### config.mk
export PLATFORM = sky130hd
export DESIGN_NAME = sorted_list_insert_delete
export DESIGN_NICKNAME = d
export VERILOG_FILES = /design/src/sli_pkg.sv /design/src/sorted_list_insert_delete.sv
export SDC_FILE = /design/constraint.sdc
export NUM_CORES = 1
export LEC_CHECK = 0
export ABC_CLOCK_PERIOD_IN_PS = 4100
export CAP_MARGIN = 20
export CORE_MARGIN = 3
export CORE_UTILIZATION = 38
export DETAILED_ROUTE_END_ITERATION = 16
export DONT_BUFFER_PORTS = 1
export GPL_ROUTABILITY_DRIVEN = 0
export HOLD_SLACK_MARGIN = 0.15
export SYNTH_ARGS = -nofsm -noshare
export SYNTH_HDL_FRONTEND = slang
export SYNTH_SLANG_ARGS = --single-unit
### constraint.sdc
create_clock -name clk_i -period 4.1 [get_ports clk_i]
set_input_delay 0.615 -clock clk_i [delete_from_list [all_inputs] [get_ports clk_i]]
set_output_delay 0.615 -clock clk_i [all_outputs]
set_load 0.02 [all_outputs]
### src/sli_pkg.sv
`default_nettype none

package sli_pkg;

  typedef enum logic [1:0] {
    FUNC_INSERT    = 2'd0,
    FUNC_DELETE    = 2'd1,
    FUNC_DUMP_ASC  = 2'd2,
    FUNC_DUMP_DESC = 2'd3
  } func_e;

  localparam logic [2:0] STS_INSERTED = 3'd0;
  localparam logic [2:0] STS_DELETED  = 3'd1;
  localparam logic [2:0] STS_NOTFOUND = 3'd2;
  localparam logic [2:0] STS_FULL     = 3'd3;
  localparam logic [2:0] STS_ELEMENT  = 3'd4;
  localparam logic [2:0] STS_EMPTY    = 3'd5;

  typedef enum logic [3:0] {
    ST_IDLE,
    ST_INS_RD,
    ST_INS_CMP,
    ST_DEL_RD,
    ST_DEL_CMP,
    ST_SH_RD,
    ST_SH_WR,
    ST_DMP_RD,
    ST_DMP_OUT,
    ST_RESP
  } state_e;

endpackage

`default_nettype wire

### src/sorted_list_insert_delete.sv
`default_nettype none

// channel | valid      | stall      | payload
// --------+------------+------------+------------------------------------
// in      | in_valid_i | in_stall_o | func_i, value_i
// out     | out_valid_o| out_stall_i| value_res_o, status_o, last_o
//
// one item at a time; a shared compare unit walks the store through a single
// registered read port, a read and then a compare or write for each entry touched
// insert shifts entries up from the top, delete scans from the bottom and then
// shifts the entries above down, dump reads and emits each element in turn
// reset empties the list at once (count cleared, store contents left as is)
// an out stall only holds the sequencer when a new result must be loaded

module sorted_list_insert_delete #(
  parameter int CAPACITY = 16
) (
  input  wire logic               clk_i,
  input  wire logic               rst_ni,
  input  wire logic               in_valid_i,
  output logic                    in_stall_o,
  input  wire logic [1:0]         func_i,
  input  wire logic signed [31:0] value_i,
  output logic                    out_valid_o,
  input  wire logic               out_stall_i,
  output logic signed [31:0]      value_res_o,
  output logic [2:0]              status_o,
  output logic                    last_o
);

  localparam int IW = (CAPACITY > 1) ? $clog2(CAPACITY) : 1;
  localparam int CW = $clog2(CAPACITY + 1);
  localparam logic [CW-1:0] CAP_C = CW'(CAPACITY);
  localparam logic [CW-1:0] ONE_C = CW'(1);

  // sorted store, ascending in entries below the count
  logic signed [31:0] mem_q [CAPACITY];
  logic signed [31:0] rdata_q;
  logic               rd_en;
  logic [IW-1:0]      raddr;
  logic               wr_en;
  logic [IW-1:0]      waddr;
  logic signed [31:0] wdata;

  sli_pkg::state_e    state_q, state_d;
  logic [CW-1:0]      cnt_q, cnt_d;
  logic [CW-1:0]      idx_q, idx_d;
  logic signed [31:0] val_q, val_d;
  logic [2:0]         sts_q, sts_d;
  logic               desc_q, desc_d;

  // output register
  logic               out_valid_q, out_valid_d;
  logic signed [31:0] out_value_q, out_value_d;
  logic [2:0]         out_status_q, out_status_d;
  logic               out_last_q, out_last_d;

  logic               can_load;
  logic [CW-1:0]      idx_inc;
  logic [CW-1:0]      idx_dec;
  logic [CW-1:0]      dmp_addr;
  logic               rd_less;
  sli_pkg::func_e     func_in;

  assign func_in  = sli_pkg::func_e'(func_i);
  assign can_load = !out_valid_q || !out_stall_i;
  assign idx_inc  = idx_q + ONE_C;
  assign idx_dec  = idx_q - ONE_C;
  assign dmp_addr = desc_q ? (cnt_q - ONE_C - idx_q) : idx_q;
  // the one compare unit, shared by the insert and delete walks over the store
  assign rd_less  = rdata_q < val_q;

  assign in_stall_o  = (state_q != sli_pkg::ST_IDLE);
  assign out_valid_o = out_valid_q;
  assign value_res_o = out_value_q;
  assign status_o    = out_status_q;
  assign last_o      = out_last_q;

  always_ff @(posedge clk_i) begin
    if (wr_en) begin
      mem_q[waddr] <= wdata;
    end
  end

  always_ff @(posedge clk_i) begin
    if (rd_en) begin
      rdata_q <= mem_q[raddr];
    end
  end

  always_ff @(posedge clk_i or negedge rst_ni) begin
    if (!rst_ni) begin
      state_q     <= sli_pkg::ST_IDLE;
      cnt_q       <= '0;
      out_valid_q <= 1'b0;
    end else begin
      state_q     <= state_d;
      cnt_q       <= cnt_d;
      out_valid_q <= out_valid_d;
    end
  end

  always_ff @(posedge clk_i) begin
    idx_q        <= idx_d;
    val_q        <= val_d;
    sts_q        <= sts_d;
    desc_q       <= desc_d;
    out_value_q  <= out_value_d;
    out_status_q <= out_status_d;
    out_last_q   <= out_last_d;
  end

  always_comb begin
    state_d      = state_q;
    cnt_d        = cnt_q;
    idx_d        = idx_q;
    val_d        = val_q;
    sts_d        = sts_q;
    desc_d       = desc_q;
    out_valid_d  = out_valid_q && out_stall_i;
    out_value_d  = out_value_q;
    out_status_d = out_status_q;
    out_last_d   = out_last_q;
    rd_en        = 1'b0;
    raddr        = idx_q[IW-1:0];
    wr_en        = 1'b0;
    waddr        = idx_q[IW-1:0];
    wdata        = val_q;

    unique case (state_q)
      sli_pkg::ST_IDLE: begin
        if (in_valid_i) begin
          val_d  = value_i;
          idx_d  = '0;
          desc_d = (func_in == sli_pkg::FUNC_DUMP_DESC);
          unique case (func_in) inside
            sli_pkg::FUNC_INSERT: begin
              if (cnt_q == CAP_C) begin
                sts_d   = sli_pkg::STS_FULL;
                state_d = sli_pkg::ST_RESP;
              end else begin
                // walk down from the top, shifting up what is not below value
                idx_d   = cnt_q;
                state_d = sli_pkg::ST_INS_RD;
              end
            end
            sli_pkg::FUNC_DELETE: begin
              state_d = sli_pkg::ST_DEL_RD;
            end
            sli_pkg::FUNC_DUMP_ASC, sli_pkg::FUNC_DUMP_DESC: begin
              if (cnt_q == '0) begin
                sts_d   = sli_pkg::STS_EMPTY;
                state_d = sli_pkg::ST_RESP;
              end else begin
                state_d = sli_pkg::ST_DMP_RD;
              end
            end
            default: state_d = sli_pkg::ST_IDLE;
          endcase
        end
      end

      sli_pkg::ST_INS_RD: begin
        if (idx_q == '0) begin
          // reached the bottom: value goes into entry zero
          wr_en   = 1'b1;
          cnt_d   = cnt_q + ONE_C;
          sts_d   = sli_pkg::STS_INSERTED;
          state_d = sli_pkg::ST_RESP;
        end else begin
          rd_en   = 1'b1;
          raddr   = idx_dec[IW-1:0];
          state_d = sli_pkg::ST_INS_CMP;
        end
      end

      sli_pkg::ST_INS_CMP: begin
        wr_en = 1'b1;
        if (!rd_less) begin
          // equal or greater entries move up, so the new value lands first
          wdata   = rdata_q;
          idx_d   = idx_dec;
          state_d = sli_pkg::ST_INS_RD;
        end else begin
          cnt_d   = cnt_q + ONE_C;
          sts_d   = sli_pkg::STS_INSERTED;
          state_d = sli_pkg::ST_RESP;
        end
      end

      sli_pkg::ST_DEL_RD: begin
        if (idx_q == cnt_q) begin
          sts_d   = sli_pkg::STS_NOTFOUND;
          state_d = sli_pkg::ST_RESP;
        end else begin
          rd_en   = 1'b1;
          state_d = sli_pkg::ST_DEL_CMP;
        end
      end

      sli_pkg::ST_DEL_CMP: begin
        if (rd_less) begin
          idx_d   = idx_inc;
          state_d = sli_pkg::ST_DEL_RD;
        end else if (rdata_q == val_q) begin
          state_d = sli_pkg::ST_SH_RD;
        end else begin
          sts_d   = sli_pkg::STS_NOTFOUND;
          state_d = sli_pkg::ST_RESP;
        end
      end

      sli_pkg::ST_SH_RD: begin
        if (idx_inc >= cnt_q) begin
          cnt_d   = cnt_q - ONE_C;
          sts_d   = sli_pkg::STS_DELETED;
          state_d = sli_pkg::ST_RESP;
        end else begin
          rd_en   = 1'b1;
          raddr   = idx_inc[IW-1:0];
          state_d = sli_pkg::ST_SH_WR;
        end
      end

      sli_pkg::ST_SH_WR: begin
        wr_en   = 1'b1;
        wdata   = rdata_q;
        idx_d   = idx_inc;
        state_d = sli_pkg::ST_SH_RD;
      end

      sli_pkg::ST_DMP_RD: begin
        rd_en   = 1'b1;
        raddr   = dmp_addr[IW-1:0];
        state_d = sli_pkg::ST_DMP_OUT;
      end

      sli_pkg::ST_DMP_OUT: begin
        if (can_load) begin
          out_valid_d  = 1'b1;
          out_value_d  = rdata_q;
          out_status_d = sli_pkg::STS_ELEMENT;
          out_last_d   = (idx_inc == cnt_q);
          idx_d        = idx_inc;
          state_d      = (idx_inc == cnt_q) ? sli_pkg::ST_IDLE : sli_pkg::ST_DMP_RD;
        end
      end

      sli_pkg::ST_RESP: begin
        if (can_load) begin
          out_valid_d  = 1'b1;
          out_value_d  = (sts_q == sli_pkg::STS_EMPTY) ? 32'sd0 : val_q;
          out_status_d = sts_q;
          out_last_d   = 1'b1;
          state_d      = sli_pkg::ST_IDLE;
        end
      end

      default: state_d = sli_pkg::ST_IDLE;
    endcase
  end

  // count stays within the store
  a_cnt_range: assert property (@(posedge clk_i) disable iff (!rst_ni)
    cnt_q <= CAP_C)
    else $error("element count beyond capacity");

  // the count moves only on the way to a single result
  a_cnt_change: assert property (@(posedge clk_i) disable iff (!rst_ni)
    !$stable(cnt_q) |-> state_q == sli_pkg::ST_RESP)
    else $error("element count changed outside insert or delete completion");

  // full is only reported with a full store
  a_full: assert property (@(posedge clk_i) disable iff (!rst_ni)
    (state_q == sli_pkg::ST_RESP && sts_q == sli_pkg::STS_FULL) |-> cnt_q == CAP_C)
    else $error("full reported on a store with room");

  // a dump never walks past the held elements
  a_dump_idx: assert property (@(posedge clk_i) disable iff (!rst_ni)
    (state_q == sli_pkg::ST_DMP_RD || state_q == sli_pkg::ST_DMP_OUT) |-> idx_q < cnt_q)
    else $error("dump index past element count");

endmodule

`default_nettype wire
* Word-level counts from Yosys, hierarchy flattened
Memory sizes are Yosys's and may differ from the RTL's. A register that Yosys moved wholly into a read port is not among the register bits.
Cells that the tools add are included.
** Storage, ports and cells
- Output and inout bits :: 38
- Bits in writable memories :: 512
- Word-level logic and storage cells :: 133
- Memories :: 1
- Flip-flop bits (word level) :: 87
** Memories
- mem_q :: depth 16, bits a word 32, read ports 1, clocked after Yosys merged registers in 1, wr ports 1, line sorted_list_insert_delete.sv:37 : logic signed [31:0] mem_q [CAPACITY];
** Operators by class
- Magnitude comparators :: 2
- Reductions and logical operators :: 22
- Mux-type cells :: 62
- Equality and inequality tests :: 31
- $add $sub $neg :: 5
** Operators with widths (number)
- $mux 32 :: 4
- $pmux 32 s2 :: 2
- $mux 4 :: 14
- $mux 5 :: 9
- $pmux 4 s10 :: 1
- $mux 3 :: 12
- $eq 32x32->1 :: 1
- $lt 32x32->1 :: 1
- $pmux 5 s5 :: 1
- $pmux 4 s3 :: 2
- $ne 2x2->1 const B :: 11
- $pmux 3 s6 :: 1
- $eq 4x3->1 const B :: 4
- $pmux 5 s3 :: 1
- $pmux 3 s2 :: 2
- $reduce_and 11->1 :: 1
- $add 5x1->5 const B :: 2
- $eq 5x5->1 :: 2
- $logic_not 5->1 :: 2
- $mux 1 :: 10
- $sub 5x1->5 const B :: 2
- $eq 4x2->1 const B :: 2
- $eq 4x4->1 const B :: 2
- $ne 3x3->1 const B :: 2
- other kinds (25) :: 31

* Logic depth before layout (Yosys ltp)
Gate-level depths: netlist of the first run.
- Depth after elaboration :: 5
- Gate-level depth with buffers :: 16
- Gate-level depth less buffers :: 12

* Worst setup path before layout of the first run
Ideal clock, no wire load.
- Path kind :: register to register
- From :: reg idx_q[1]
- To :: mem mem_q[3][0], enable pin
- Path buffers :: 1
- Library setup time :: 0.461 ns
- Period minus slack after synthesis :: 4.287 ns
- Setup slack :: -0.187 ns
- Arrival time :: 3.826 ns
- Cell stages (with the launch flop) :: 9
- Cell sequence :: edfxtp_1 -> buf_2 -> inv_1 -> ha_1 -> nor4b_4 -> nand2_1 -> nand2_1 -> nand2_1 -> nor3_1
** Between the ends
- Word-level cells in the longest chain between the ends :: 5
** Ends and longest elaborated chain
- start: declaration :: line sorted_list_insert_delete.sv:47 : logic [CW-1:0] idx_q, idx_d;
- start signal: assignment :: line sorted_list_insert_delete.sv:104 : idx_q <= idx_d;
- $logic_not 5->1 :: line sorted_list_insert_delete.sv:164 : if (idx_q == '0) begin
- $mux 1 :: line sorted_list_insert_delete.sv:164
- $pmux 1 s2 :: line sorted_list_insert_delete.sv:130 : unique case (state_q)
- $mux 1 :: line sorted_list_insert_delete.sv:80 : if (wr_en) begin
- $mux 1 (implied by the code) :: line sorted_list_insert_delete.sv:81 : mem_q[waddr] <= wdata;
- end: declaration :: line sorted_list_insert_delete.sv:37
Parallel ways exist; a longest one is shown, timed or not.

* Final worst setup path of the first run
- From :: reg idx_q[1]
- To :: reg rdata_q[23] (read register of mem_q), data pin
** Between the ends
- Word-level cells in the longest chain between the ends :: 4
- Elaborated cells between the ends (all ways) :: 14
- Classes of those cells :: add/sub (3); order compare (1); eq/ne (1); mux (8); reduce/logical (1)
** Ends and longest elaborated chain
- $add 5x1->5 :: line sorted_list_insert_delete.sv:67 : assign idx_inc = idx_q + ONE_C;
- $ge 5x5->1 :: line sorted_list_insert_delete.sv:214 : if (idx_inc >= cnt_q) begin
- $mux 1 or $mux 4 (tied branches) :: line sorted_list_insert_delete.sv:214
- $pmux 1 s4 or $pmux 4 s3 (tied branches) :: line sorted_list_insert_delete.sv:130
- end: declaration :: line sorted_list_insert_delete.sv:38 : logic signed [31:0] rdata_q;
Parallel ways exist; a longest one is shown, timed or not.
A chain may end at the register's enable or synchronous reset.

==> results of run 1 <==
-- cell families after synthesis --
| kind of cell | Yosys count | synth area share [%] |
|---|---|---|
| DFF | 631 | 72.33 |
| AOI/OAI and AO/OA | 514 | 12.79 |
| and+or+nand+nor | 449 | 7.781 |
| buffers and inverters | 171 | 2.715 |
| adders and majority gates | 46 | 2.231 |
| muxes | 38 | 1.623 |
| xor gates and xnor gates | 16 | 0.5363 |
-- metal layers --
metal | track usage (%) | vias up | wire [um]
met5 | 0 | - | 26
met4 | 6.249 | 4 | 1977
met3 | 3.845 | 123 | 5488
met2 | 31.33 | 703 | 33800
met1 | 27.73 | 8470 | 30960
li1 | - | 7353 | -
-- worst max-delay path by stage --
stage                                   endpoint  slack, ps  cells after the start           startpoint
after CTS                 mem_q[11][4]$_DFFE_PP_         60                     11  val_q[12]$_DFFE_PP_
after detailed placement   mem_q[7][4]$_DFFE_PP_         70                     11  val_q[12]$_DFFE_PP_
final                      rdata_q[23]$_DFFE_PP_        120                     13   idx_q[1]$_DFFE_PP_
after floorplan             rdata_q[0]$_DFFE_PP_        -30                     10   idx_q[2]$_DFFE_PP_
after global routing        rdata_q[0]$_DFFE_PP_        -40                     13   idx_q[1]$_DFFE_PP_
after global placement     mem_q[6][1]$_DFFE_PP_        140                     11  val_q[15]$_DFFE_PP_
-- area by class of cell --
class | instances | area, sq um
Timing Repair Buffer | 111 | 1341
Sequential cell | 631 | 18900
Inverter | 46 | 172.7
Clock buffer | 83 | 1779
Fill cell | 5884 | 37090
Multi-Input combinational cell | 1065 | 6817
Clock inverter | 39 | 445.4
Tap cell | 873 | 1092
-- worst register-to-register path, stage by stage (launching register included) --
cell and delay, ps:
edfxtp_1 410, ha_2 240, nand3_1 120, xnor2_2 170
ha_1 310, and4_1 250, a221oi_4 400, buf_4 180
a31oi_2 190, and3_4 350, buf_12 210, a21oi_1 220
a221oi_1 110, or4_1 530
-- repair_timing --
action,in CTS,in global routing
buffers inserted,0,5
setup endpoints to repair,0,239
endpoints found under the hold margin,42,0
hold buffers,33,0
resized for setup,0,17
-- report_power, final --
| group | total [uW] | leakage, uW | switching, uW | internal (uW) |
|---|---|---|---|---|
| Sequential | 9340 | 0.00575 | 552 | 8790 |
| Clock | 6120 | 0.00108 | 2560 | 3570 |
| Combinational | 11200 | 0.00333 | 7360 | 3840 |
| Total | 26700 | 0.0102 | 10500 | 16200 |
-- placed cells by master (no fill, tap or decap), types with 8 or more instances in the layout --
cell type and n:
buf_12 31, dlygate4sd3_1 33, nand2b_1 10, clkbuf_1 14, edfxtp_1 621, nor3_1 11
mux2_2 31, o21ai_0 20, nor2_4 12, nand3_1 20, buf_4 45, clkinv_2 12
ha_1 44, nand4_1 8, inv_1 46, a21oi_1 279, or4_1 33, nand2_1 286
clkinv_1 10, dfrtp_1 10, a22o_1 34, clkbuf_16 70, xnor2_1 11, a221oi_1 129
nor2_1 28
-- flip-flops by register name, indices dropped and copies added (netlist names) --
register / flops
last_o: 1
cnt_q: 5
desc_q: 1
mem_q: 512
rdata_q: 32
status_o: 3
out_valid_o: 1
value_res_o: 32
val_q: 32
sts_q: 3
idx_q: 5
state_q: 4
-- through the flow --
| step | total power (uW) | setup slack [ps] | utilization [%] | setup TNS (ps) | cell area [sq um] |
|---|---|---|---|---|---|
| floorplan | 16240 | -33.19 | - | -1062 | 26140 |
| global placement | 20010 | 136.1 | 41.21 | 0 | 27870 |
| detailed placement | 20230 | 73.40 | 41.21 | 0 | 27870 |
| CTS | 26430 | 56.62 | 44.99 | 0 | 30430 |
| global route | 28120 | -36.91 | 45.16 | -78.35 | 30550 |
| finish | 26660 | 123.4 | 45.16 | 0 | 30550 |
==> results.toml, run 1 <==
[floorplan]
dieArea_sq_mm = 0.07194
ios = 76
initial_core_util_pct = 38.63
core_area_sq_mm = 0.06763
fp.dieH_um = 268.2
rows = 95
dieWidth_um = 268.2

[clock_network]
clock_sinks = 631
clockBufferDepth = 3
tritoncts = "built"
clock-root-buffer = "clkbuf_16"
clk_latency_ps = 610
clk_pin_slew_worst_paths_ps = 60
cts_buffers = 68
htreeDepth = 3

[yosys]
synth_cell_type_count = 64
synthTopCellsByCount = "621 x edfxtp_1, 287 x nand2_1, 280 x a21oi_1"
synth-seq-cells = 631
ys_seq_area_share_pct = 72.33
yosys-top-cells-area = "edfxtp_1 71%, a21oi_1 5.4%, a221oi_1 4.3%"
synth-edff-count = 621
ys_warn_count = 0
syn_inst = 1865
netlist.top_cell.by_area = "edfxtp_1"
ys.flop_type = "edfxtp_1"
synthArstFlopShare_pct = 1.585
avgSynthCellArea_sq_um = 14.01
synth_area_sq_mm = 0.02613
synth_top_area_share_pct = 71.37
synth_nets = 1949
synth_most_common_cell = "edfxtp_1"

[worst_setup_path]
crit_type = "reg2reg"
cp.arrival_ps = 4310
path_cells = "ha_2 -> nand3_1 -> xnor2_2 -> ha_1 -> and4_1 -> a221oi_4 -> buf_4 -> a31oi_2 -> and3_4 -> buf_12 -> a21oi_1 -> a221oi_1 -> or4_1"
reg2reg_depth = 13
worstSetupEndpointType = "register"
slowest_delay_ps = 530
r2r-start = "idx_q[1]$_DFFE_PP_"
r2r-end = "rdata_q[23]$_DFFE_PP_"
cp_max_fo = 42
crit_path_top_delay_cell = "or4_1"
r2r_slack_ps = 120
crit_family = "simple AND/OR/NAND/NOR gates"
critPathRequiredTime_ps = 4440
cp-start-kind = "register"
cp_num_buf_inv = 2

[route]
wl_per_cell_um = 25.37
wl_mm = 72.25
viasPerCell = 5.847
drt_pass1_iterations = 5
antenna_left = 0
drt-initial-drc-count = 1640
drc = 0
vias = 16650

[power]
ir_drop_v = 0.0005807
p_leak_uw = 0.01016
power.density_mw_per_mm2 = 872.8

[timing]
worstMarginPinSlew_ps = 853.6
fmax_mhz = 251.5
holdWs_ps = 222.5
finalSetupViolCount = 0
hold_violations = 0
slew_viol_final = 0
fin_crit_ps = 3977
fin_worst_skew_ps = 18.84
maxSlewHeadroom_pct = 43.09
fin_crit_sh_pct = 96.99

[finish]
final_layout_size_suffix_gt1_share_pct = 12.76
diodes = 0
final_cells = 2848
nNetsFinal = 2007
syn_to_final_growth_pct = 16.90

[worst_hold_path]
min_to = "desc_q$_DFFE_PP_"
hold_class = "in2reg"
whs_path_depth = 1
hp-start = "func_i[1]"

[global_routing]
grt-ovfl-total = 0
grt_usage_pct = 19.80
grt_pass1_vias = 16190
grt_pass1_wl_mm = 105.9
antenna_found_initial = 3
grt_max_degree = 145

[status]
outcome = "complete, no violations"

[flow_run]
maxCapViolations = 0

[placed_design]
hpwl_mm = 39.02
portBuffers = 0
dp.cells = 2685
Note: power is estimated with default switching activity, not from simulation.
==> run 2, diff against run 1 <==
--- a/config.mk
+++ b/config.mk
@@ -13,6 +13,7 @@
 export DONT_BUFFER_PORTS = 1
 export GPL_ROUTABILITY_DRIVEN = 0
 export HOLD_SLACK_MARGIN = 0.15
+export PLACE_DENSITY_LB_ADDON = 0.05
 export SYNTH_ARGS = -nofsm -noshare
 export SYNTH_HDL_FRONTEND = slang
 export SYNTH_SLANG_ARGS = --single-unit
==> run 2 against run 1 <==
Via count shrank 1.2%. Sequential cell count is the same. Final cell count grew 0.42%.
==> results.toml, run 2 (synthesized netlist as in run 1, its figures left out) <==
[power]
p_sw_share_pct = 40.12
p_seq_share_pct = 33.8
ir_drop_v = 0.0006116
clockPowerShare_pct = 23.4
p_int_uw = 16430
power.density_mw_per_mm2 = 891.5
p_leak_uw = 0.01026
switching_power_uw = 11010
combPwrFrac_pct = 42.8

[route]
antenna_left = 0
wl_mm = 79.32
drc = 0
vias = 16460
drt-initial-drc-count = 1478
viasPerCell = 5.754
wl_per_cell_um = 27.73
drt_pass1_iterations = 5

[floorplan]
rows = 95
dieArea_sq_mm = 0.07194
fp.dieH_um = 268.2
initial_core_util_pct = 38.63
core_area_sq_mm = 0.06763
ios = 76
dieWidth_um = 268.2

[finish]
final_cell_mix = "621 x edfxtp_1, 286 x nand2_1, 279 x a21oi_1"
final_core_util_pct = 45.51
final_cells = 2860
final_layout_size_suffix_gt1_share_pct = 12.73
syn_to_final_growth_pct = 17.81
largest_register_ffs = 512
fin_area_sq_mm = 0.03078
layout_commonest_cell = "edfxtp_1"
diodes = 0
nNetsFinal = 2017
largest-register = "mem_q"

[clock_network]
cts_buffers = 72
clockBufferDepth = 3
tritoncts = "built"
clk_pin_slew_worst_paths_ps = 60
clock-root-buffer = "clkbuf_16"
clk_latency_ps = 630
htreeDepth = 3
clock_sinks = 631

[global_routing]
grt-ovfl-total = 0
grt_pass1_vias = 16260
grt_pass1_wl_mm = 112.0
antenna_found_initial = 0
grt_max_degree = 145
grt_usage_pct = 21.41

[placed_design]
hpwl_mm = 40.41
dp.cells = 2688
postPlaceCellArea_sq_mm = 0.02790
portBuffers = 0

[timing]
maxSlewHeadroom_pct = 39.62
rsz0062_at_grt = "no"
worstMarginPinSlew_ps = 903.7
fin_worst_skew_ps = 30.74
fin_crit_ps = 3899
holdWs_ps = 203.1
slew_viol_final = 0
fmax_mhz = 256.5
finalSetupViolCount = 0
fin_crit_sh_pct = 95.09
hold_violations = 0

[flow_run]
maxCapViolations = 0

[worst_setup_path]
worstSetupEndpointType = "register"
cp_max_fo = 32
path_cells = "buf_4 -> inv_1 -> ha_1 -> ha_1 -> and4_1 -> a221oi_4 -> buf_4 -> a21o_1 -> o22ai_4 -> buf_4 -> a21oi_1 -> a221oi_1 -> or4_1"
slowest_delay_ps = 550
worst_path_most_repeated_cell = "buf_4"
cp.arrival_ps = 4250
cp-start-kind = "register"
crit_type = "reg2reg"
critPathRequiredTime_ps = 4450
crit_path_top_delay_cell = "or4_1"

[status]
outcome = "complete, no violations"

[worst_hold_path]
hold_class = "in2reg"
-- run 2: path summary, 6_finish.rpt --
| check | start | depth (start not counted) | slack [ps] | end |
|---|---|---|---|---|
| max reg2reg | idx_q[0]$_DFFE_PP_ | 13 | 200 | rdata_q[27]$_DFFE_PP_ |
| max in group asynchronous | rst_ni | 1 | 3290 | state_q[2]$_DFFE_PN0P_ |
| min reg2reg | cnt_q[1]$_DFFE_PN0P_ | 2 | 570 | cnt_q[1]$_DFFE_PN0P_ |
| max | idx_q[0]$_DFFE_PP_ | 13 | 200 | rdata_q[27]$_DFFE_PP_ |
| min | func_i[1] | 1 | 200 | desc_q$_DFFE_PP_ |
| min in group asynchronous | rst_ni | 1 | 430 | cnt_q[1]$_DFFE_PN0P_ |
-- run 2: per-layer routing --
| layer | routed length, um | GRT usage [%] | vias to the layer above |
|---|---|---|---|
| met5 | 0 | 0 | - |
| met4 | 1622 | 5.380 | 0 |
| met3 | 3661 | 3.076 | 107 |
| met2 | 38330 | 35.74 | 460 |
| met1 | 35700 | 29.64 | 8517 |
| li1 | - | - | 7372 |
-- run 2: timing repair --
action                                  CTS  global route
endpoints found under the setup margin   28           197
setup buffers                             0             4
hold buffers                             33             0
resized for setup                         1            15
pin swaps                                 0             2
hold endpoints to repair                 42             0
gates cloned                              0             7
-- run 2: cell type report --
class / count / area [sq um]
Clock buffer: 88 / 1862
Clock inverter: 40 / 489.2
Fill cell: 5953 / 36850
Inverter: 46 / 172.7
Multi-Input combinational cell: 1064 / 6803
Sequential cell: 631 / 18900
Tap cell: 873 / 1092
Timing Repair Buffer: 118 / 1466
-- run 2: power by group through the flow --
stage	registers, uW	clock network, uW	logic [uW]
final	9280	6430	11700
after global routing	9350	6840	12800
after CTS	9290	6590	11200
after detailed placement	9420	0	11100
after global placement	9420	0	11000
after floorplan	9240	0	6990
-- run 2: metrics by stage --
| stage | setup slack (ps) | power [uW] | TNS, ps |
|---|---|---|---|
| after floorplan | -33.19 | 16240 | -1062 |
| after global placement | 95.27 | 20430 | 0 |
| after detailed placement | 7.940 | 20510 | 0 |
| after CTS | 43.79 | 27040 | 0 |
| after global routing | 5.895 | 29030 | 0 |
| final | 201.4 | 27440 | 0 |
-- run 2: critical path, delay by kind of cell (launching register included) --
| family | cells | cell delay (ps) |
|---|---|---|
| AND/OR/NAND/NOR | 2 | 780 |
| adder cells (fa/ha/maj) | 2 | 610 |
| flip-flops | 1 | 350 |
| AO/OA/AOI/OAI | 5 | 1040 |
| buffers and inverters | 4 | 840 |
